**src/design/vdg_pkg.sv**
```systemverilog
// shared types, colour codes and helper functions for the vdg dot row generator
`default_nettype none
package vdg_pkg;

  // palette indices
  localparam logic [3:0] COL_BLACK       = 4'd0;
  localparam logic [3:0] COL_GREEN       = 4'd1;
  localparam logic [3:0] COL_YELLOW      = 4'd2;
  localparam logic [3:0] COL_BLUE        = 4'd3;
  localparam logic [3:0] COL_RED         = 4'd4;
  localparam logic [3:0] COL_BUFF        = 4'd5;
  localparam logic [3:0] COL_CYAN        = 4'd6;
  localparam logic [3:0] COL_MAGENTA     = 4'd7;
  localparam logic [3:0] COL_ORANGE      = 4'd8;
  localparam logic [3:0] COL_CYAN_BLUE   = 4'd9;
  localparam logic [3:0] COL_LIGHT_GREEN = 4'd10;
  localparam logic [3:0] COL_DARK_GREEN  = 4'd11;

  // color_mode register codes
  localparam logic [1:0] CMODE_OLD    = 2'd0;
  localparam logic [1:0] CMODE_NEW1   = 2'd1;
  localparam logic [1:0] CMODE_NEW2   = 2'd2;
  localparam logic [1:0] CMODE_GREEN  = 2'd3;
  localparam logic [1:0] CMODE_RESET  = CMODE_NEW2;

  // graphics modes, stored as mode minus two
  localparam logic [1:0] GMODE_MID_A = 2'd0;
  localparam logic [1:0] GMODE_MID_B = 2'd1;
  localparam logic [1:0] GMODE_HI_A  = 2'd2;
  localparam logic [1:0] GMODE_HI_B  = 2'd3;
  localparam logic [7:0] GMODE_MASK  = 8'h8e;

  // font sources
  localparam logic [1:0] FSRC_FONT = 2'd0;
  localparam logic [1:0] FSRC_SYS  = 2'd1;
  localparam logic [1:0] FSRC_SEMI = 2'd2;

  // register indexes
  localparam logic REG_COLOR_MODE    = 1'b0;
  localparam logic REG_GRAPHICS_MODE = 1'b1;

  localparam logic [12:0] GFX_LIMIT     = 13'd6144;
  localparam logic [12:0] SYS_BASE_HI   = 13'h1600;
  localparam logic [12:0] SYS_BASE_LO   = 13'h1000;

  typedef struct packed {
    logic        op;
    logic [12:0] position;
    logic [7:0]  data_byte;
    logic [7:0]  attr_byte;
    logic [3:0]  cell_row;
    logic [7:0]  font_byte;
  } vdg_in_t;

  typedef struct packed {
    logic        in_range;
    logic [7:0]  dot_x;
    logic [7:0]  dot_y;
    logic [1:0]  font_source;
    logic [12:0] font_address;
    logic [31:0] dot_colors;
    logic        double_line;
  } vdg_out_t;

  // one nibble per dot, msb of bits leftmost
  function automatic logic [31:0] spread(logic [7:0] bits, logic [3:0] fg, logic [3:0] bg);
    logic [31:0] r;
    r = '0;
    for (int j = 0; j < 8; j++) begin
      r[31 - 4*j -: 4] = bits[7 - j] ? fg : bg;
    end
    return r;
  endfunction

  function automatic logic [3:0] gfx_color(logic [1:0] gmode, logic [1:0] idx,
                                           logic [1:0] cmode);
    logic [3:0] c;
    case (gmode)
      GMODE_MID_A: begin
        case (idx)
          2'd0:    c = COL_GREEN;
          2'd1:    c = COL_YELLOW;
          2'd2:    c = COL_BLUE;
          default: c = COL_RED;
        endcase
      end
      GMODE_MID_B: begin
        case (idx)
          2'd0:    c = COL_BLUE;
          2'd1:    c = COL_CYAN_BLUE;
          2'd2:    c = COL_MAGENTA;
          default: c = COL_ORANGE;
        endcase
      end
      GMODE_HI_A: c = idx[0] ? COL_GREEN : COL_BLACK;
      default:    c = idx[0] ? COL_LIGHT_GREEN : COL_BLACK;
    endcase
    if (gmode == GMODE_MID_A && idx == 2'd0 && cmode == CMODE_GREEN) c = COL_DARK_GREEN;
    if (gmode == GMODE_HI_B && idx[0] && cmode == CMODE_OLD) c = COL_CYAN;
    return c;
  endfunction

endpackage
`default_nettype wire

```
**src/design/vdg_text_row.sv**
```systemverilog
// text cell row: font source and address, colour pair, semigraphic blocks
`default_nettype none
module vdg_text_row (
  input  var vdg_pkg::vdg_in_t  item_i,
  input  wire logic [1:0]       color_mode_i,
  output var vdg_pkg::vdg_out_t res_o
);

  logic [8:0]  cell_idx;
  logic [8:0]  y_sum;
  logic [7:0]  code;
  logic [7:0]  attr;
  logic [3:0]  row;
  logic [5:0]  pat;
  logic [7:0]  bits;
  logic [3:0]  fg_semi;
  logic [3:0]  p2, p3, fg, bg;
  logic [7:0]  code_m;
  logic [7:0]  off_hi, off_lo, off_font;
  logic [12:0] addr_semi;

  assign cell_idx = item_i.position[8:0];
  assign code = item_i.data_byte;
  assign attr = item_i.attr_byte;
  assign row  = item_i.cell_row;
  assign y_sum = {5'b0, cell_idx[8:5]} * 9'd12 + {5'b0, row};

  // semigraphic blocks
  always_comb begin
    bits = 8'h00;
    if (!attr[3]) begin
      pat     = {2'b00, code[3:0]};
      fg_semi = {1'b0, code[6:4]} + 4'd1;
      if (row < 4'd6) begin
        bits = {{4{pat[3]}}, {4{pat[2]}}};
      end else begin
        bits = {{4{pat[1]}}, {4{pat[0]}}};
      end
    end else begin
      pat     = code[5:0];
      fg_semi = {1'b0, attr[1], code[7:6]} + 4'd1;
      if (row < 4'd4) begin
        bits = {{4{pat[5]}}, {4{pat[4]}}};
      end else if (row < 4'd8) begin
        bits = {{4{pat[3]}}, {4{pat[2]}}};
      end else begin
        bits = {{4{pat[1]}}, {4{pat[0]}}};
      end
    end
  end

  assign addr_semi = {7'b0, pat} * 13'd12 + {9'b0, row};

  // colour pair for font text
  always_comb begin
    p2 = vdg_pkg::COL_BUFF;
    p3 = vdg_pkg::COL_ORANGE;
    if (color_mode_i == vdg_pkg::CMODE_OLD) begin
      p2 = vdg_pkg::COL_BLACK;
      p3 = vdg_pkg::COL_CYAN;
    end else if (color_mode_i == vdg_pkg::CMODE_NEW1) begin
      p2 = vdg_pkg::COL_BLACK;
      p3 = vdg_pkg::COL_ORANGE;
    end
    case (attr[1:0])
      2'd0: begin fg = vdg_pkg::COL_GREEN; bg = vdg_pkg::COL_BLACK; end
      2'd1: begin fg = vdg_pkg::COL_BLACK; bg = vdg_pkg::COL_GREEN; end
      2'd2: begin fg = p3; bg = p2; end
      default: begin fg = p2; bg = p3; end
    endcase
  end

  // character code remap
  always_comb begin
    code_m = code;
    if (code < 8'd32 && !attr[3]) code_m = 8'd32;
    if (attr[3] && code < 8'd96) code_m = code + 8'd128;
  end

  assign off_hi   = code_m - 8'd96;
  assign off_lo   = code_m - 8'd128;
  assign off_font = code_m - 8'd32;

  always_comb begin
    res_o             = '0;
    res_o.in_range    = 1'b1;
    res_o.dot_x       = {cell_idx[4:0], 3'b000};
    res_o.dot_y       = y_sum[7:0];
    res_o.double_line = 1'b0;
    if (attr[2]) begin
      res_o.font_source  = vdg_pkg::FSRC_SEMI;
      res_o.font_address = addr_semi;
      res_o.dot_colors   = vdg_pkg::spread(bits, fg_semi, vdg_pkg::COL_BLACK);
    end else begin
      res_o.dot_colors = vdg_pkg::spread(item_i.font_byte, fg, bg);
      if (code_m inside {[8'd96:8'd127]}) begin
        res_o.font_source  = vdg_pkg::FSRC_SYS;
        res_o.font_address = vdg_pkg::SYS_BASE_HI + 13'({off_hi[4:0], 4'b0000})
                             + {9'b0, row};
      end else if (code_m inside {[8'd128:8'd223]}) begin
        res_o.font_source  = vdg_pkg::FSRC_SYS;
        res_o.font_address = vdg_pkg::SYS_BASE_LO + 13'({off_lo[6:0], 4'b0000})
                             + {9'b0, row};
      end else begin
        res_o.font_source  = vdg_pkg::FSRC_FONT;
        res_o.font_address = {5'b0, off_font} * 13'd12 + {9'b0, row};
      end
    end
  end

endmodule
`default_nettype wire

```
**src/design/vdg_gfx_row.sv**
```systemverilog
// graphics byte: mode decode and mid-res / hi-res dot colours
`default_nettype none
module vdg_gfx_row (
  input  wire logic [12:0]      position_i,
  input  wire logic [7:0]       data_byte_i,
  input  wire logic [7:0]       graphics_mode_i,
  input  wire logic [1:0]       color_mode_i,
  output var vdg_pkg::vdg_out_t res_o
);

  logic [7:0]  gm_masked;
  logic [1:0]  gmode;
  logic [31:0] mid_dots;
  logic [3:0]  c;

  assign gm_masked = graphics_mode_i & vdg_pkg::GMODE_MASK;

  always_comb begin
    case (gm_masked)
      8'h80, 8'h0a, 8'h0c: gmode = vdg_pkg::GMODE_MID_A;
      8'h8a, 8'h8c:        gmode = vdg_pkg::GMODE_MID_B;
      8'h0e:               gmode = vdg_pkg::GMODE_HI_A;
      default:             gmode = vdg_pkg::GMODE_HI_B;
    endcase
  end

  // four 2-bit pixels, each two dots wide
  always_comb begin
    mid_dots = '0;
    for (int k = 0; k < 4; k++) begin
      c = vdg_pkg::gfx_color(gmode, data_byte_i[7 - 2*k -: 2], color_mode_i);
      mid_dots[31 - 8*k -: 8] = {c, c};
    end
  end

  always_comb begin
    res_o = '0;
    if (position_i < vdg_pkg::GFX_LIMIT) begin
      res_o.in_range = 1'b1;
      res_o.dot_x    = {position_i[4:0], 3'b000};
      res_o.dot_y    = position_i[12:5];
      if (!gmode[1]) begin
        res_o.double_line = 1'b1;
        res_o.dot_colors  = mid_dots;
      end else begin
        res_o.dot_colors = vdg_pkg::spread(data_byte_i,
                             vdg_pkg::gfx_color(gmode, 2'd1, color_mode_i),
                             vdg_pkg::gfx_color(gmode, 2'd0, color_mode_i));
      end
    end
  end

endmodule
`default_nettype wire

```
**src/design/vdg_pixel_row_generator.sv**
```systemverilog
// Usage: one input word (a text cell row or a graphics byte) gives one result word
// holding eight double-width dots as palette indices plus position and font fetch
// info. Both channels use valid/stall; a word moves on a rising edge with valid high
// and stall low. The input word is captured in an input register, the dot row is
// built combinationally by the text or graphics path and lands in the output
// register, which drives out_valid_o. Throughput is one word per cycle while the
// output is not stalled, set by the single pass from input register to output
// register. While out_stall_i holds the output register, the input register still
// takes one more word; only when both are full does in_stall_o rise. The APB port
// writes color_mode (address 0) and graphics_mode (address 4); writes are expected
// only while no word is in flight. Reset empties both registers and sets color_mode
// to 2 and graphics_mode to 0.
`default_nettype none
module vdg_pixel_row_generator (
  input  wire logic              clk_i,
  input  wire logic              rst_ni,
  input  wire logic              in_valid_i,
  output wire logic              in_stall_o,
  input  var vdg_pkg::vdg_in_t   in_data_i,
  output wire logic              out_valid_o,
  input  wire logic              out_stall_i,
  output var vdg_pkg::vdg_out_t  out_data_o,
  input  wire logic              psel,
  input  wire logic              penable,
  input  wire logic              pwrite,
  input  wire logic [2:0]        paddr,
  input  wire logic [31:0]       pwdata,
  output logic [31:0]            prdata,
  output wire logic              pready
);

  logic              color_wr, gfx_wr;
  logic [1:0]        color_mode_q;
  logic [7:0]        graphics_mode_q;
  logic              s1_valid_q, s1_valid_d;
  vdg_pkg::vdg_in_t  s1_data_q;
  logic              s2_valid_q, s2_valid_d;
  vdg_pkg::vdg_out_t s2_data_q;
  logic              s2_load, in_acc;
  vdg_pkg::vdg_out_t text_res, gfx_res;

  assign pready   = 1'b1;
  assign color_wr = psel && penable && pwrite && pready && paddr[2] == vdg_pkg::REG_COLOR_MODE;
  assign gfx_wr   = psel && penable && pwrite && pready
                    && paddr[2] == vdg_pkg::REG_GRAPHICS_MODE;

  always_ff @(posedge clk_i or negedge rst_ni) begin
    if (!rst_ni) begin
      color_mode_q    <= vdg_pkg::CMODE_RESET;
      graphics_mode_q <= 8'h00;
    end else begin
      if (color_wr) color_mode_q <= pwdata[1:0];
      if (gfx_wr) graphics_mode_q <= pwdata[7:0];
    end
  end

  always_comb begin
    if (paddr[2] == vdg_pkg::REG_COLOR_MODE) begin
      prdata = {30'b0, color_mode_q};
    end else begin
      prdata = {24'b0, graphics_mode_q};
    end
  end

  // pipeline control
  assign s2_load    = !s2_valid_q || !out_stall_i;
  assign in_stall_o = s1_valid_q && !s2_load;
  assign in_acc     = in_valid_i && !in_stall_o;

  always_comb begin
    s1_valid_d = s1_valid_q;
    if (in_acc) begin
      s1_valid_d = 1'b1;
    end else if (s2_load) begin
      s1_valid_d = 1'b0;
    end
    s2_valid_d = s2_valid_q;
    if (s2_load) s2_valid_d = s1_valid_q;
  end

  always_ff @(posedge clk_i or negedge rst_ni) begin
    if (!rst_ni) begin
      s1_valid_q <= 1'b0;
      s2_valid_q <= 1'b0;
    end else begin
      s1_valid_q <= s1_valid_d;
      s2_valid_q <= s2_valid_d;
    end
  end

  always_ff @(posedge clk_i) begin
    if (in_acc) s1_data_q <= in_data_i;
    if (s2_load && s1_valid_q) s2_data_q <= s1_data_q.op ? text_res : gfx_res;
  end

  vdg_text_row u_text (
    .item_i       (s1_data_q),
    .color_mode_i (color_mode_q),
    .res_o        (text_res)
  );

  vdg_gfx_row u_gfx (
    .position_i      (s1_data_q.position),
    .data_byte_i     (s1_data_q.data_byte),
    .graphics_mode_i (graphics_mode_q),
    .color_mode_i    (color_mode_q),
    .res_o           (gfx_res)
  );

  assign out_valid_o = s2_valid_q;
  assign out_data_o  = s2_data_q;

endmodule
`default_nettype wire

```
**config.mk**
```make
export PLATFORM = sky130hd
export DESIGN_NAME = vdg_pixel_row_generator
export DESIGN_NICKNAME = d
export VERILOG_FILES = /design/src/design/vdg_pkg.sv /design/src/design/vdg_text_row.sv /design/src/design/vdg_gfx_row.sv /design/src/design/vdg_pixel_row_generator.sv
export SDC_FILE = /design/constraint.sdc
export NUM_CORES = 1
export LEC_CHECK = 0
export BUFFER_PORTS_ARGS = -buffer_cell sky130_fd_sc_hd__buf_4
export CORE_MARGIN = 2
export CORE_UTILIZATION = 35
export DETAILED_ROUTE_END_ITERATION = 6
export PLACE_DENSITY = 0.65
export SYNTH_ARGS = -nofsm -noshare
export SYNTH_HDL_FRONTEND = slang
export SYNTH_SLANG_ARGS = --single-unit
export TNS_END_PERCENT = 50
```
**constraint.sdc**
```tcl
create_clock -name clk_i -period 6 [get_ports clk_i]
set_input_delay 0.6 -clock clk_i [delete_from_list [all_inputs] [get_ports clk_i]]
set_output_delay 0.6 -clock clk_i [all_outputs]
set_load 0.05 [all_outputs]
```
=== Word level (Yosys, flattened, before mapping) ===
Index checks and enable logic that the tools add are counted.

* Logic and storage cells: 197
* Bits in read-only memories: 0
* Output and inout port bits: 100
* RAM bits: 0
* Bits in latches: 0
* Memories: 0
* Input port bits: 84
* Flip-flop bits (word level): 115

* Bitwise operators: 3
* Shift operators: 0
* Mux-type cells: 81
* Add/sub/neg operators: 13
* Reductions and logical operators: 47
* Order comparisons: 10
* Multiply operators: 3
* Div/mod/pow operators: 0
* Eq/ne operators: 21

{| class="wikitable"
|+ Operator list
! operator !! number
|-
| $mux 4 || 41
|-
| $pmux 4 s3 || 11
|-
| $mux 64 || 1
|-
| $mux 8 || 7
|-
| $mux 47 || 1
|-
| $pmux 3 s3 || 4
|-
| $mux 33 || 1
|-
| $mux 32 || 1
|-
| $logic_and 1x1->1 || 29
|-
| $add 13x4->13 || 2
|-
| $mux 17 || 1
|-
| $eq 2x2->1 const B || 8
|-
| $mux 15 || 1
|-
| $eq 2x1->1 const B || 7
|-
| $logic_not 2->1 || 7
|-
| $mux 14 || 1
|-
| $add 12x4->13 || 1
|-
| $add 13x11->13 const A || 1
|-
| $add 13x9->13 const A || 1
|-
| $lt 13x13->1 const B || 1
|-
| $eq 4x3->1 const B || 3
|-
| $eq 4x4->1 const B || 3
|-
| $add 10x4->11 || 1
|-
| $mul 8x2->10 const B || 1
|-
| 27 further kinds || 43
|}

=== Longest topological paths before layout ===
Gate-level depths: netlist of the first run.

* Depth in word-level cells: 11
* Gate-level depth with buffers: 14
* Gate-level depth less buffers: 14

=== Cells and area by module ===
Synthesis of the first run repeated with hierarchy kept, for this count alone.

* Cells, all modules: 868
* Area total of the unflattened synthesis: 8941.1 µm²

{| class="wikitable"
|+ By module, submodules not included
! module !! cells an instance !! area an instance (µm²) !! sequential area each (µm²) !! instances
|-
| vdg_pixel_row_generator || 245 || 4779.6 || 3514.6 || 1
|-
| vdg_text_row || 386 || 2567.5 || 0.0 || 1
|-
| vdg_gfx_row || 237 || 1594.0 || 0.0 || 1
|}

=== Worst setup path after synthesis of the first run ===
Ideal clock, no wire load.

* Path kind: register to register
* From: register s2_valid_q, in the netlist out_valid_o
* To: register s2_data_q (netlist bit out_data_o[0]) (enable)
* Setup time: 0.577 ns
* Data required time: 5.423 ns
* Path buffers: 0
* Setup slack: 0.249 ns
* Cell stages (with the launch flop): 2
* Data arrival time: 5.175 ns
* Cell sequence: dfrtp_1 a21boi_0

* Word-level cells in the longest chain between the ends: 3

{| class="wikitable"
|+ Ends and longest elaborated chain
! item !! line !! source
|-
| start: declaration || vdg_pixel_row_generator.sv:37 || <nowiki>logic s2_valid_q, s2_valid_d;</nowiki>
|-
| start signal: assignment || vdg_pixel_row_generator.sv:87 || <nowiki>s2_valid_q <= s2_valid_d;</nowiki>
|-
| $logic_not 1->1 || vdg_pixel_row_generator.sv:66 || <nowiki>assign s2_load = !s2_valid_q || !out_stall_i;</nowiki>
|-
| $logic_or 1x1->1 || vdg_pixel_row_generator.sv:66 ||
|-
| $logic_and 1x1->1 || vdg_pixel_row_generator.sv:93 || <nowiki>if (s2_load && s1_valid_q) s2_data_q <= s1_data_q.op ? text_res : gfx_res;</nowiki>
|-
| end signal: assignment || vdg_pixel_row_generator.sv:93 ||
|-
| end: declaration || vdg_pixel_row_generator.sv:38 || <nowiki>vdg_pkg::vdg_out_t s2_data_q;</nowiki>
|}

Every way passes these cells.
A chain may end at the register's enable or synchronous reset.

=== Final worst setup path of the first run ===
* From: register s1_data_q[26] (netlist bit)
* To: register s2_data_q (netlist bit out_data_o[45]), data pin

* Word-level cells in the longest chain between the ends: 10

{| class="wikitable"
|+ Ends and longest elaborated chain
! item !! line !! source
|-
| start: declaration || vdg_pixel_row_generator.sv:36 || <nowiki>vdg_pkg::vdg_in_t s1_data_q;</nowiki>
|-
| start signal: assignment || vdg_pixel_row_generator.sv:92 || <nowiki>if (in_acc) s1_data_q <= in_data_i;</nowiki>
|-
| $lt 8x6->1 || vdg_text_row.sv:76 || <nowiki>if (code < 8'd32 && !attr[3]) code_m = 8'd32;</nowiki>
|-
| $logic_and 1x1->1 || vdg_text_row.sv:76 ||
|-
| $mux 8 || vdg_text_row.sv:76 ||
|-
| $mux 8 (*) || vdg_text_row.sv:77 || <nowiki>if (attr[3] && code < 8'd96) code_m = code + 8'd128;</nowiki>
|-
| $sub 8x6->8 or $sub 7x1->7 (tied branches) || vdg_text_row.sv:82, vdg_text_row.sv:81 ||
|-
| $mul 8x2->10 or $add 13x11->13 (tied branches) || vdg_text_row.sv:106, vdg_text_row.sv:102 ||
|-
| $add 12x4->13 or $add 13x4->13 (tied branches) || vdg_text_row.sv:106, vdg_text_row.sv:103 ||
|-
| $mux 14 || vdg_text_row.sv:100 || <nowiki>end else if (code_m inside {[8'd128:8'd223]}) begin</nowiki>
|-
| $mux 15 (*) || vdg_text_row.sv:96 || <nowiki>if (code_m inside {[8'd96:8'd127]}) begin</nowiki>
|-
| $mux 47 (*) || vdg_text_row.sv:90 || <nowiki>if (attr[2]) begin</nowiki>
|}

Mark *: on every way between the ends. The rest lies on a longest branch, timed or not.

==> summary.txt, run 1 <==
Global route
  • Global Route met1 Usage: 0.2320
  • First-pass GRT wire length: 28,890 microns
  • Met3 usage: 0.03606
  • Vias in the first global route: 5,424
  • Met2 Use GR: 0.2477
  • Gr usage total: 0.1630
  • Congestion Overflow GR: 0
  • Largest net degree at the start of global routing: 63
  • Busiest grt layer: met2
  • Initial antenna violation count: 0

Timing
  • Slew Limit Fails: 0
  • Count of final hold-check violations: 0
  • RSZ-0062 raised after global routing: no
  • Relative slew slack: 0.3518
  • Setup TNS: 0 ns
  • Worst clock skew: 0.006776 ns
  • Final setup viols: 0
  • Slew @ Worst Pin: 0.9723 ns
  • Fin crit share: 0.7511
  • Fmax: 221.9 MHz
  • Final min period: 4.507 ns

Power and ir drop
  • Sw frac: 0.4010
  • Internal Pwr Total: 1.644 mW
  • Leak: 3.678 nW
  • Sequential share of power: 0.388
  • Clock network fraction of design power: 0.216
  • Comb power frac: 0.396
  • Pwr Density: 308.3 nW/um^2
  • Max VDD drop: 0.0001423 V
  • Psw: 1.101 mW

Place
  • Port Buffer Count: 125
  • Placer Congestion: 0.9172
  • Area after DPL: 8606 sq um
  • DP Cell Count: 1,102
  • HPWL after DPL: 13,760 microns

Route
  • Post-route antenna net violation count: 0
  • Drt wl/cell: 16.64 microns
  • Via-per-instance ratio: 5.288
  • Final WL: 18,610 microns
  • First-pass DRT Iterations: 5
  • Residual DRC count: 0
  • Via count: 5,912
  • Initial DRC count: 522

Synth
  • Syn avg cell area: 10.25 sq um
  • Synth warn: 0
  • Number of flops mapped to enable cells by yosys: 100
  • Netlist cell types: 64
  • Syn Std Cell Area: 7531 sq um
  • Synth async-reset ratio: 0.1071
  • Register area share after synthesis: 0.4388
  • Most used DFF post-synth: edfxtp_1
  • Synth Instances: 735
  • Number of synthesized register bits: 112

Worst setup path
  • Arrival @ worst endpoint: 4.72 ns
  • Worst path top cell family by delay: simple AND/OR/NAND/NOR gates
  • CP Max Fanout: 14
  • Startpoint type of the worst setup path: flip-flop
  • Max incr delay on CP: 0.72 ns
  • WS Path Type: reg -> reg
  • Critical Path Sink Type: flip-flop
  • Crit path buffers/inverters: 2
  • Reg2reg end: out_data_o[45]$_SDFFCE_PN0P_
  • R2r setup slk: 1.49 ns
  • Crit path required time: 6.21 ns
  • CP max stage cell: edfxtp_1
  • CP Cell Sequence: inv_1 > ha_1 > nor3b_4 > nor2_1 > inv_1 > ha_1 > xnor2_1 > ha_1 > xnor2_1 > o2111ai_1 > or3b_1 > a21oi_1
  • Most used cell, CP: ha_1
  • Cells on worst reg2reg path: 12
  • Origin of the critical flop-to-flop path: s1_data_q[26]$_DFFE_PP_

Run status
  • Status: finished, final reports clean

CTS
  • Worst-Skew Late Latency: 0.36 ns
  • CTS Root Cell: clkbuf_16
  • Cts hold-fix bufs: 0
  • TritonCTS buffer count: 9
  • CTS HTree Levels: 3
  • Post-CTS Resized: 0
  • CTS max path bufs: 2
  • Clk pin slew, worst setup/hold paths: 0.08 ns
  • CTS tree: built
  • CTS Sinks: 112
  • Setup Buffers After CTS: 0

Finish
  • Final Util: 0.4222
  • Antenna Cells: 0
  • Register area: 3304 sq um
  • Syn-to-layout area delta: 18.23%
  • Final Non-Filler Cells: 1,118
  • Final Cell Area: 8904 sq um
  • Multi-input gate area: 3880 sq um
  • # fillers: 2,057
  • Share of cells above drive strength 1: 0.2159
  • Layout net count: 976

Worst hold path
  • Hold Crit Class: in -> async

Floorplanning
  • Overall die width: 150.7 microns
  • Die Area: 22,710 sq um
  • Core Area: 21,090 sq um
  • Io pins: 184
  • Chip Height: 150.7 microns
  • Num rows: 53
  • Initial Util: 0.3571

Flow run
  • Max-cap violations: 0
-- layout by cell type (no fill, tap or decap), types with 16 or more instances in the layout --
cell,instances
edfxtp_1,100
xnor2_1,17
xor2_1,18
a21oi_1,74
buf_4,130
mux2_2,16
ha_1,49
nand2_1,51
o21ai_0,52
nor2_1,38
nand2b_1,21
inv_1,27
conb_1,28
and2_1,17
-- through the flow --
stage	setup slack (ns)	total power, mW	hold slack [ns]
floorplan	0.2485	1.888	0.3044
global placement	1.628	2.149	0.4500
detailed placement	1.547	2.158	0.4523
CTS	1.508	2.759	0.05173
global route	1.120	2.895	0.05856
finish	1.493	2.745	0.06037
-- worst register-to-register path: cells and delay by family, from the launching register on --
| kind | cells | cell delay (ns) |
|---|---|---|
| AND/OR/NAND/NOR | 3 | 1.09 |
| XOR/XNOR | 2 | 0.88 |
| AO/OA/AOI/OAI | 2 | 0.38 |
| adder cells (fa/ha/maj) | 3 | 0.92 |
| flip-flops | 1 | 0.72 |
| buffers and inverters | 2 | 0.37 |
-- layer usage --
| metal | up-vias | share of wire |
|---|---|---|
| met5 | - | 0 |
| met4 | 0 | 0.016 |
| met3 | 20 | 0.086 |
| met2 | 255 | 0.45 |
| met1 | 2767 | 0.45 |
| li1 | 2870 | - |
-- how the worst max path moves through the flow --
stage                            startpoint                            to  slack (ns)  cells past startpoint
finish              s1_data_q[26]$_DFFE_PP_  out_data_o[45]$_SDFFCE_PN0P_        1.49                     12
global route        s1_data_q[26]$_DFFE_PP_  out_data_o[45]$_SDFFCE_PN0P_        1.12                     12
CTS                 s1_data_q[26]$_DFFE_PP_  out_data_o[45]$_SDFFCE_PN0P_        1.51                     12
detailed placement  s1_data_q[26]$_DFFE_PP_  out_data_o[45]$_SDFFCE_PN0P_        1.55                     12
global placement    s1_data_q[26]$_DFFE_PP_  out_data_o[45]$_SDFFCE_PN0P_        1.63                     12
floorplan           out_valid_o$_DFFE_PN0N_   out_data_o[0]$_SDFFCE_PP0P_        0.25                      1
-- logic make-up (layout without fill, tap and decap cells) --
group,count (synthesis),in the layout,synth area share
AO/OA/AOI/OAI,216,216,0.1887
XOR/XNOR,35,35,0.04070
adder cells (fa/ha/maj),54,54,0.09470
buffers and inverters,91,173,0.06064
flip-flops,112,112,0.4388
multiplexers,28,28,0.03987
other,2,28,0.0009972
AND/OR/NAND/NOR,197,197,0.1356
-- cell type report --
cell class	instances	area share
multi-input combinational	558	0.4358
sequential	112	0.3711
timing repair buffer	130	0.1096
tap	275	0.03865
clock buffer	9	0.02530
inverter	27	0.01138
clock inverter	7	0.008151
-- flip-flops by register name, summed over array words and instances (netlist names) --
| name | count |
|---|---|
| color_mode_q | 2 |
| graphics_mode_q | 8 |
| out_data_o | 62 |
| out_valid_o | 1 |
| s1_data_q | 38 |
| s1_valid_q | 1 |
-- power by group through the flow --
| stage | Clock, mW | Combinational [mW] | Sequential (mW) |
|---|---|---|---|
| after global routing | 0.638 | 1.18 | 1.08 |
| after global placement | 0 | 1.07 | 1.08 |
| after detailed placement | 0 | 1.08 | 1.08 |
| final | 0.592 | 1.09 | 1.06 |
| after CTS | 0.612 | 1.08 | 1.06 |
| after floorplan | 0 | 0.647 | 1.24 |
-- synth_stat cells (11+ instances only) --
cell	count	area, sq um
a21oi_1	74	370.4
nand3_1	13	65.06
o21ai_0	52	260.3
and2_1	18	112.6
edfxtp_1	100	3003
buf_4	28	210.2
xnor2_1	17	148.9
a221o_1	15	150.1
mux2i_1	12	120.1
nand2b_1	21	131.4
ha_1	49	613.1
xor2_1	18	157.7
clkbuf_1	30	112.6
dfrtp_1	11	275.3
nor3_1	11	55.05
nand2_1	51	191.4
mux2_2	16	180.2
inv_1	27	101.4
o221ai_1	11	96.34
nor2_1	38	142.6
Note: power is estimated with default switching activity, not from simulation.
==> run 2: changes to the inputs <==
--- a/config.mk
+++ b/config.mk
@@ -9,7 +9,7 @@
 export CORE_MARGIN = 2
 export CORE_UTILIZATION = 35
 export DETAILED_ROUTE_END_ITERATION = 6
-export PLACE_DENSITY = 0.65
+export PLACE_DENSITY = 0.67
 export SYNTH_ARGS = -nofsm -noshare
 export SYNTH_HDL_FRONTEND = slang
 export SYNTH_SLANG_ARGS = --single-unit
==> constraint.sdc (replaced) <==
create_clock -name clk_i -period 4.1 [get_ports clk_i]
set_input_delay 0.41 -clock clk_i [delete_from_list [all_inputs] [get_ports clk_i]]
set_output_delay 0.41 -clock clk_i [all_outputs]
set_load 0.05 [all_outputs]
==> run 2 against run 1 <==
  * Flip-flop and latch count stayed put
  * Register-to-register slack worse by 1.2 ns
  * Power is 52% higher
  * Clock power is 67% higher
  * Fmax is 18% higher
  * Global-route usage is 0.78 points higher
  * Sequential power is 44% higher
  * Die area stayed put
  * Clock skew is 0.0016 ns lower
  * Hold slack better by 0.15 ns
  * Non-clock buffer count is 17 higher
==> summary.txt, run 2 (synthesis gave the netlist of run 1 again) <==
Worst setup path
  • Critical Path Sink Type: flip-flop (unchanged)
  • Worst path top cell family by delay: simple AND/OR/NAND/NOR gates (unchanged)
  • Origin of the critical flop-to-flop path: s1_data_q[26]$_DFFE_PP_ (unchanged)
  • CP Cell Sequence: inv_1 > ha_1 > or3b_4 > nand2_1 > inv_1 > ha_1 > ha_1 > inv_1 > a211oi_2 > or3b_4 > a2111oi_4 > nand3_1 > xor2_1 > a32o_1 (was inv_1 > ha_1 > nor3b_4 > nor2_1 > inv_1 > ha_1 > xnor2_1 > ha_1 > xnor2_1 > o2111ai_1 > or3b_1 > a21oi_1)
  • WS Path Type: reg -> reg (unchanged)
  • Max incr delay on CP: 0.43 ns (was 0.72 ns)
  • Crit path required time: 4.22 ns (was 6.21 ns)
  • Worst Setup SP: s1_data_q[26]$_DFFE_PP_ (unchanged)
  • Critical path endpoint: out_data_o[43]$_SDFFCE_PN0P_ (was out_data_o[45]$_SDFFCE_PN0P_)
  • Arrival @ worst endpoint: 3.94 ns (was 4.72 ns)
  • Crit path buffers/inverters: 3 (was 2)
  • CP max stage cell: or3b_4 (was edfxtp_1)
  • R2r setup slk: 0.28 ns (was 1.49 ns)
  • Reg2reg end: out_data_o[43]$_SDFFCE_PN0P_ (was out_data_o[45]$_SDFFCE_PN0P_)
  • CP Max Fanout: 6 (was 14)
  • Startpoint type of the worst setup path: flip-flop (unchanged)
  • Cells on worst reg2reg path: 14 (was 12)
  • Crit path depth: 14 (was 12)

CTS
  • CTS Sinks: 112 (unchanged)
  • CTS max path bufs: 2 (unchanged)
  • TritonCTS buffer count: 9 (unchanged)
  • Clk pin slew, worst setup/hold paths: 0.08 ns (about the same)
  • CTS HTree Levels: 3 (unchanged)
  • CTS tree: built (unchanged)
  • CTS Root Cell: clkbuf_16 (unchanged)
  • Worst-Skew Late Latency: 0.37 ns (was 0.36 ns)

Timing
  • Worst clock skew: 0.005151 ns (was 0.006776 ns)
  • Fin crit share: 0.9307 (was 0.7511)
  • Slew Limit Fails: 0 (unchanged)
  • Fmax: 262.1 MHz (was 221.9 MHz)
  • Final setup viols: 0 (unchanged)
  • Worst Hold Slack: 0.2111 ns (was 0.06037 ns)
  • RSZ-0062 raised after global routing: no (unchanged)
  • Relative slew slack: 0.3424 (was 0.3518)
  • Slew @ Worst Pin: 0.9789 ns (was 0.9723 ns)
  • Setup TNS: 0 ns (unchanged)
  • Final min period: 3.816 ns (was 4.507 ns)
  • Count of final hold-check violations: 0 (unchanged)

Finish
  • Commonest non-fill, non-tap cells in the layout: buf_4 (146), edfxtp_1 (100), a21oi_1 (74) (was buf_4 (130), edfxtp_1 (100), a21oi_1 (74))
  • Layout net count: 993 (was 976)
  • Largest register FFs: 62 (unchanged)
  • Commonest non-fill, non-tap cell in the layout: buf_4 (unchanged)
  • Syn-to-layout area delta: 20.57% (was 18.23%)
  • Antenna Cells: 0 (unchanged)
  • Share of cells above drive strength 1: 0.2314 (was 0.2159)

Route
  • Drt wl/cell: 17.01 microns (was 16.64 microns)
  • First-pass DRT Iterations: 5 (unchanged)
  • Post-route antenna net violation count: 0 (unchanged)
  • Via-per-instance ratio: 5.279 (was 5.288)
  • Via count: 5,992 (was 5,912)
  • Final WL: 19,310 microns (was 18,610 microns)
  • Initial DRC count: 469 (was 522)
  • Residual DRC count: 0 (unchanged)

Global route
  • Gr usage total: 0.1708 (was 0.1630)
  • Initial antenna violation count: 0 (unchanged)
  • Vias in the first global route: 5,642 (was 5,424)
  • Largest net degree at the start of global routing: 63 (unchanged)
  • First-pass GRT wire length: 30,160 microns (was 28,890 microns)
  • Congestion Overflow GR: 0 (unchanged)

Run status
  • Status: finished, final reports clean (unchanged)

Place
  • Port Buffer Count: 125 (unchanged)
  • Placer Congestion: 0.9505 (was 0.9172)
  • HPWL after DPL: 14,360 microns (was 13,760 microns)

Power and ir drop
  • Max VDD drop: 0.0002129 V (was 0.0001423 V)
  • Leak: 3.783 nW (was 3.678 nW)
  • Pwr Density: 459.1 nW/um^2 (was 308.3 nW/um^2)

Flow run
  • Max-cap violations: 0 (unchanged)

Floorplanning
  • Initial Util: 0.3571 (unchanged)
  • Die Area: 22,710 sq um (unchanged)
  • Io pins: 184 (unchanged)
  • Num rows: 53 (unchanged)
  • Overall die width: 150.7 microns (unchanged)
  • Core Area: 21,090 sq um (unchanged)
  • Chip Height: 150.7 microns (unchanged)

Worst hold path
  • Hold Crit Class: in -> reg (was in -> async)
## run 2: power by group
part           switching, mW  internal [mW]
clock                  0.441          0.549
sequential             0.102           1.43
combinational           1.08          0.568
total                   1.62           2.54
## run 2: worst min path at each step
stage | startpoint | slack [ns] | cells past startpoint | endpoint
after floorplan | rst_ni | 0.11 | 0 | color_mode_q[0]$_DFFE_PN0P_
after global placement | rst_ni | 0.26 | 1 | graphics_mode_q[4]$_DFFE_PN0P_
after detailed placement | rst_ni | 0.26 | 1 | graphics_mode_q[4]$_DFFE_PN0P_
after CTS | in_data_i[30] | 0.20 | 1 | s1_data_q[30]$_DFFE_PP_
after global routing | in_data_i[30] | 0.20 | 1 | s1_data_q[30]$_DFFE_PP_
final | in_data_i[30] | 0.21 | 1 | s1_data_q[30]$_DFFE_PP_
## run 2: worst reg2reg max path, cell delays in order, from the launching register on
cell and delay (ns):
edfxtp_1 0.38, inv_1 0.18, ha_1 0.24, or3b_4 0.43
nand2_1 0.11, inv_1 0.08, ha_1 0.26, ha_1 0.28
inv_1 0.09, a211oi_2 0.08, or3b_4 0.43, a2111oi_4 0.44
nand3_1 0.14, xor2_1 0.17, a32o_1 0.25
## run 2: per-layer routing
layer,vias to the layer above,part of all wire,global-route usage
met5,-,0,0
li1,2890,-,-
met3,22,0.089,0.04485
met2,247,0.46,0.2623
met4,0,0.013,0.04439
met1,2833,0.44,0.2394
## run 2: area by class of cell
class	instances	area, sq um
inverters	27	101.3
repair buffers	147	1106
flip-flops and latches	112	3304
well taps	275	344.1
multi-input cells	558	3886
fillers	2048	12010
clock buffers	9	225.2
clock inverters	7	112.6
## run 2: stage by stage
step           total power, mW  worst slack (ns)  std cells    util  area [sq um]
4_1_cts                  4.184            0.2870       1135  0.4303          9074
3_3_place_gp             3.169            0.3648       1118  0.4138          8726
3_5_place_dp             3.188            0.3093       1118  0.4138          8726
5_1_grt                  4.390           0.01557       1135  0.4306          9080
6_report                 4.169            0.2842       1135  0.4306          9080
2_1_floorplan            2.758            0.5466        761       -          7632
## run 2: timing repair
action / 4_1_cts / 5_1_grt
endpoints found under the setup margin: 0 / 1
gates resized for setup: 0 / 1
buffers inserted: 0 / 0
hold buffers: 1 / 0
endpoints found under the hold margin: 11 / 0
==> run 3: changes to the inputs <==
--- a/config.mk
+++ b/config.mk
@@ -9,7 +9,6 @@
 export CORE_MARGIN = 2
 export CORE_UTILIZATION = 35
 export DETAILED_ROUTE_END_ITERATION = 6
-export PLACE_DENSITY = 0.67
 export SYNTH_ARGS = -nofsm -noshare
 export SYNTH_HDL_FRONTEND = slang
 export SYNTH_SLANG_ARGS = --single-unit
==> run 3 against run 2 <==
  * Clock skew rose by 0.0053 ns
  * Via count is 0.17% higher
  * Setup slack got worse by 0.0053 ns
  * Final area decreased by 0.17%
  * Clock power down 11%
  * Critical path depth did not move
  * Non-clock buffer count increased by 3
==> summary.txt, run 3 (synthesis gave the netlist of run 1 again) <==
Run status
  • Status: finished, final reports clean (unchanged)

Power and ir drop
  • Sw frac: 0.4040 (was 0.3896)
  • Internal Pwr Total: 2.428 mW (was 2.544 mW)
  • Pwr Density: 449.3 nW/um^2 (was 459.1 nW/um^2)
  • Clock network fraction of design power: 0.217 (was 0.237)
  • Psw: 1.646 mW (was 1.624 mW)
  • Sequential share of power: 0.375 (was 0.367)
  • Comb power frac: 0.408 (was 0.396)
  • Max VDD drop: 0.0002083 V (was 0.0002129 V)
  • Leak: 3.772 nW (was 3.783 nW)

Timing
  • Final min period: 3.821 ns (was 3.816 ns)
  • Count of final hold-check violations: 0 (unchanged)
  • Slew Limit Fails: 0 (unchanged)
  • Setup TNS: 0 ns (unchanged)
  • Final setup viols: 0 (unchanged)
  • Fmax: 261.7 MHz (was 262.1 MHz)
  • Fin crit share: 0.9320 (was 0.9307)
  • Relative slew slack: 0.3029 (was 0.3424)
  • RSZ-0062 raised after global routing: no (unchanged)
  • Slew @ Worst Pin: 1.044 ns (was 0.9789 ns)
  • Worst clock skew: 0.01050 ns (was 0.005151 ns)

Global route
  • First-pass GRT wire length: 30,430 microns (was 30,160 microns)
  • Vias in the first global route: 5,618 (was 5,642)
  • Gr usage total: 0.1727 (was 0.1708)
  • Initial antenna violation count: 0 (unchanged)
  • Congestion Overflow GR: 0 (unchanged)
  • Largest net degree at the start of global routing: 39 (was 63)

CTS
  • Worst-Skew Late Latency: 0.36 ns (was 0.37 ns)
  • CTS tree: built (unchanged)
  • Setup Buffers After CTS: 0 (unchanged)
  • CTS max path bufs: 2 (unchanged)
  • TritonCTS buffer count: 9 (unchanged)
  • CTS Sinks: 112 (unchanged)
  • Clk pin slew, worst setup/hold paths: 0.08 ns (about the same)
  • CTS Root Cell: clkbuf_16 (unchanged)
  • CTS HTree Levels: 3 (unchanged)

Worst setup path
  • Startpoint type of the worst setup path: flip-flop (unchanged)
  • CP Max Fanout: 6 (unchanged)
  • Critical Path Sink Type: flip-flop (unchanged)
  • Arrival @ worst endpoint: 3.94 ns (about the same)
  • Crit path required time: 4.22 ns (about the same)
  • WS Path Type: reg -> reg (unchanged)

Floorplanning
  • Core Area: 21,090 sq um (unchanged)
  • Io pins: 184 (unchanged)
  • Chip Height: 150.7 microns (unchanged)
  • Die Area: 22,710 sq um (unchanged)
  • Overall die width: 150.7 microns (unchanged)
  • Initial Util: 0.3571 (unchanged)
  • Num rows: 53 (unchanged)

Route
  • Post-route antenna net violation count: 0 (unchanged)
  • Final WL: 19,480 microns (was 19,310 microns)
  • First-pass DRT Iterations: 5 (unchanged)
  • Drt wl/cell: 17.12 microns (was 17.01 microns)
  • Residual DRC count: 0 (unchanged)
  • Via count: 6,002 (was 5,992)
  • Via-per-instance ratio: 5.274 (was 5.279)
  • Initial DRC count: 520 (was 469)

Finish
  • Commonest non-fill, non-tap cells in the layout: buf_4 (149), edfxtp_1 (100), a21oi_1 (74) (was buf_4 (146), edfxtp_1 (100), a21oi_1 (74))
  • Layout net count: 996 (was 993)
  • Commonest non-fill, non-tap cell in the layout: buf_4 (unchanged)
  • Largest register FFs: 62 (unchanged)
  • Syn-to-layout area delta: 20.37% (was 20.57%)
  • Final Cell Area: 9065 sq um (was 9080 sq um)
  • Antenna Cells: 0 (unchanged)
  • Share of cells above drive strength 1: 0.2341 (was 0.2314)

Place
  • Port Buffer Count: 125 (unchanged)
  • HPWL after DPL: 14,590 microns (was 14,360 microns)
  • Area after DPL: 8748 sq um (was 8726 sq um)
  • Placer Congestion: 0.8903 (was 0.9505)

Flow run
  • Max-cap violations: 0 (unchanged)

Worst hold path
  • Hold Crit Class: in -> reg (unchanged)
[run 3: area by class of cell]
cell class,instances,area [sq um]
clock inverter,7,75.07
fill,2048,12020
clock buffer,9,225.2
multi-input combinational,558,3886
sequential,112,3304
inverter,27,101.3
timing repair buffer,150,1129
tap,275,344.1
[run 3: repair_timing]
action | CTS | global route
setup endpoints to repair | 0 | 1
resized for setup | 0 | 1
hold buffers | 1 | 0
hold endpoints to repair | 11 | 0
[run 3: critical path, stage by stage, from the launching register on]
cell and delay [ns]:
edfxtp_1 0.38, inv_1 0.18, ha_1 0.25, or3b_4 0.44, nand2_1 0.12, inv_1 0.08, ha_1 0.25, ha_1 0.28
inv_1 0.09, a211oi_2 0.09, or3b_4 0.43, a2111oi_4 0.42, nand3_1 0.14, xor2_1 0.17, a32o_1 0.26
[run 3: layer usage]
layer	wire, microns	GRT usage	vias up
li1	-	-	2903
met1	9067	0.2446	2855
met2	8523	0.2607	224
met3	1593	0.04455	20
met4	299	0.04907	0
met5	0	0	-
[run 3: path summary, 6_finish.rpt]
check / start / to / slack, ns / cells past startpoint
worst max-delay path: s1_data_q[26]$_DFFE_PP_ / out_data_o[43]$_SDFFCE_PN0P_ / 0.28 / 14
worst min-delay path: in_data_i[5] / s1_data_q[5]$_DFFE_PP_ / 0.22 / 1
worst max register to register: s1_data_q[26]$_DFFE_PP_ / out_data_o[43]$_SDFFCE_PN0P_ / 0.28 / 14
worst min register to register: s1_valid_q$_DFFE_PN0P_ / out_valid_o$_DFFE_PN0N_ / 0.49 / 1
max in group asynchronous: rst_ni / color_mode_q[1]$_DFFE_PN1P_ / 3.46 / 2
min in group asynchronous: rst_ni / out_valid_o$_DFFE_PN0N_ / 0.41 / 2
[run 3: power by group through the flow]
stage	sequential (mW)	combinational, mW	clock (mW)
final	1.53	1.66	0.885
after global routing	1.55	1.80	0.956
after CTS	1.53	1.65	0.910
after detailed placement	1.56	1.64	0
after global placement	1.55	1.63	0
after floorplan	1.81	0.947	0
[run 3: per-stage QoR]
step	setup slack [ns]	util	std cells	power (mW)	hold WS, ns
after floorplan	0.5466	-	761	2.758	0.1144
after global placement	0.3410	0.4149	1121	3.181	0.2612
after detailed placement	0.3038	0.4149	1121	3.197	0.2599
after CTS	0.2956	0.4296	1138	4.087	0.2036
after global routing	0.04408	0.4299	1138	4.302	0.1980
final	0.2789	0.4299	1138	4.073	0.2209
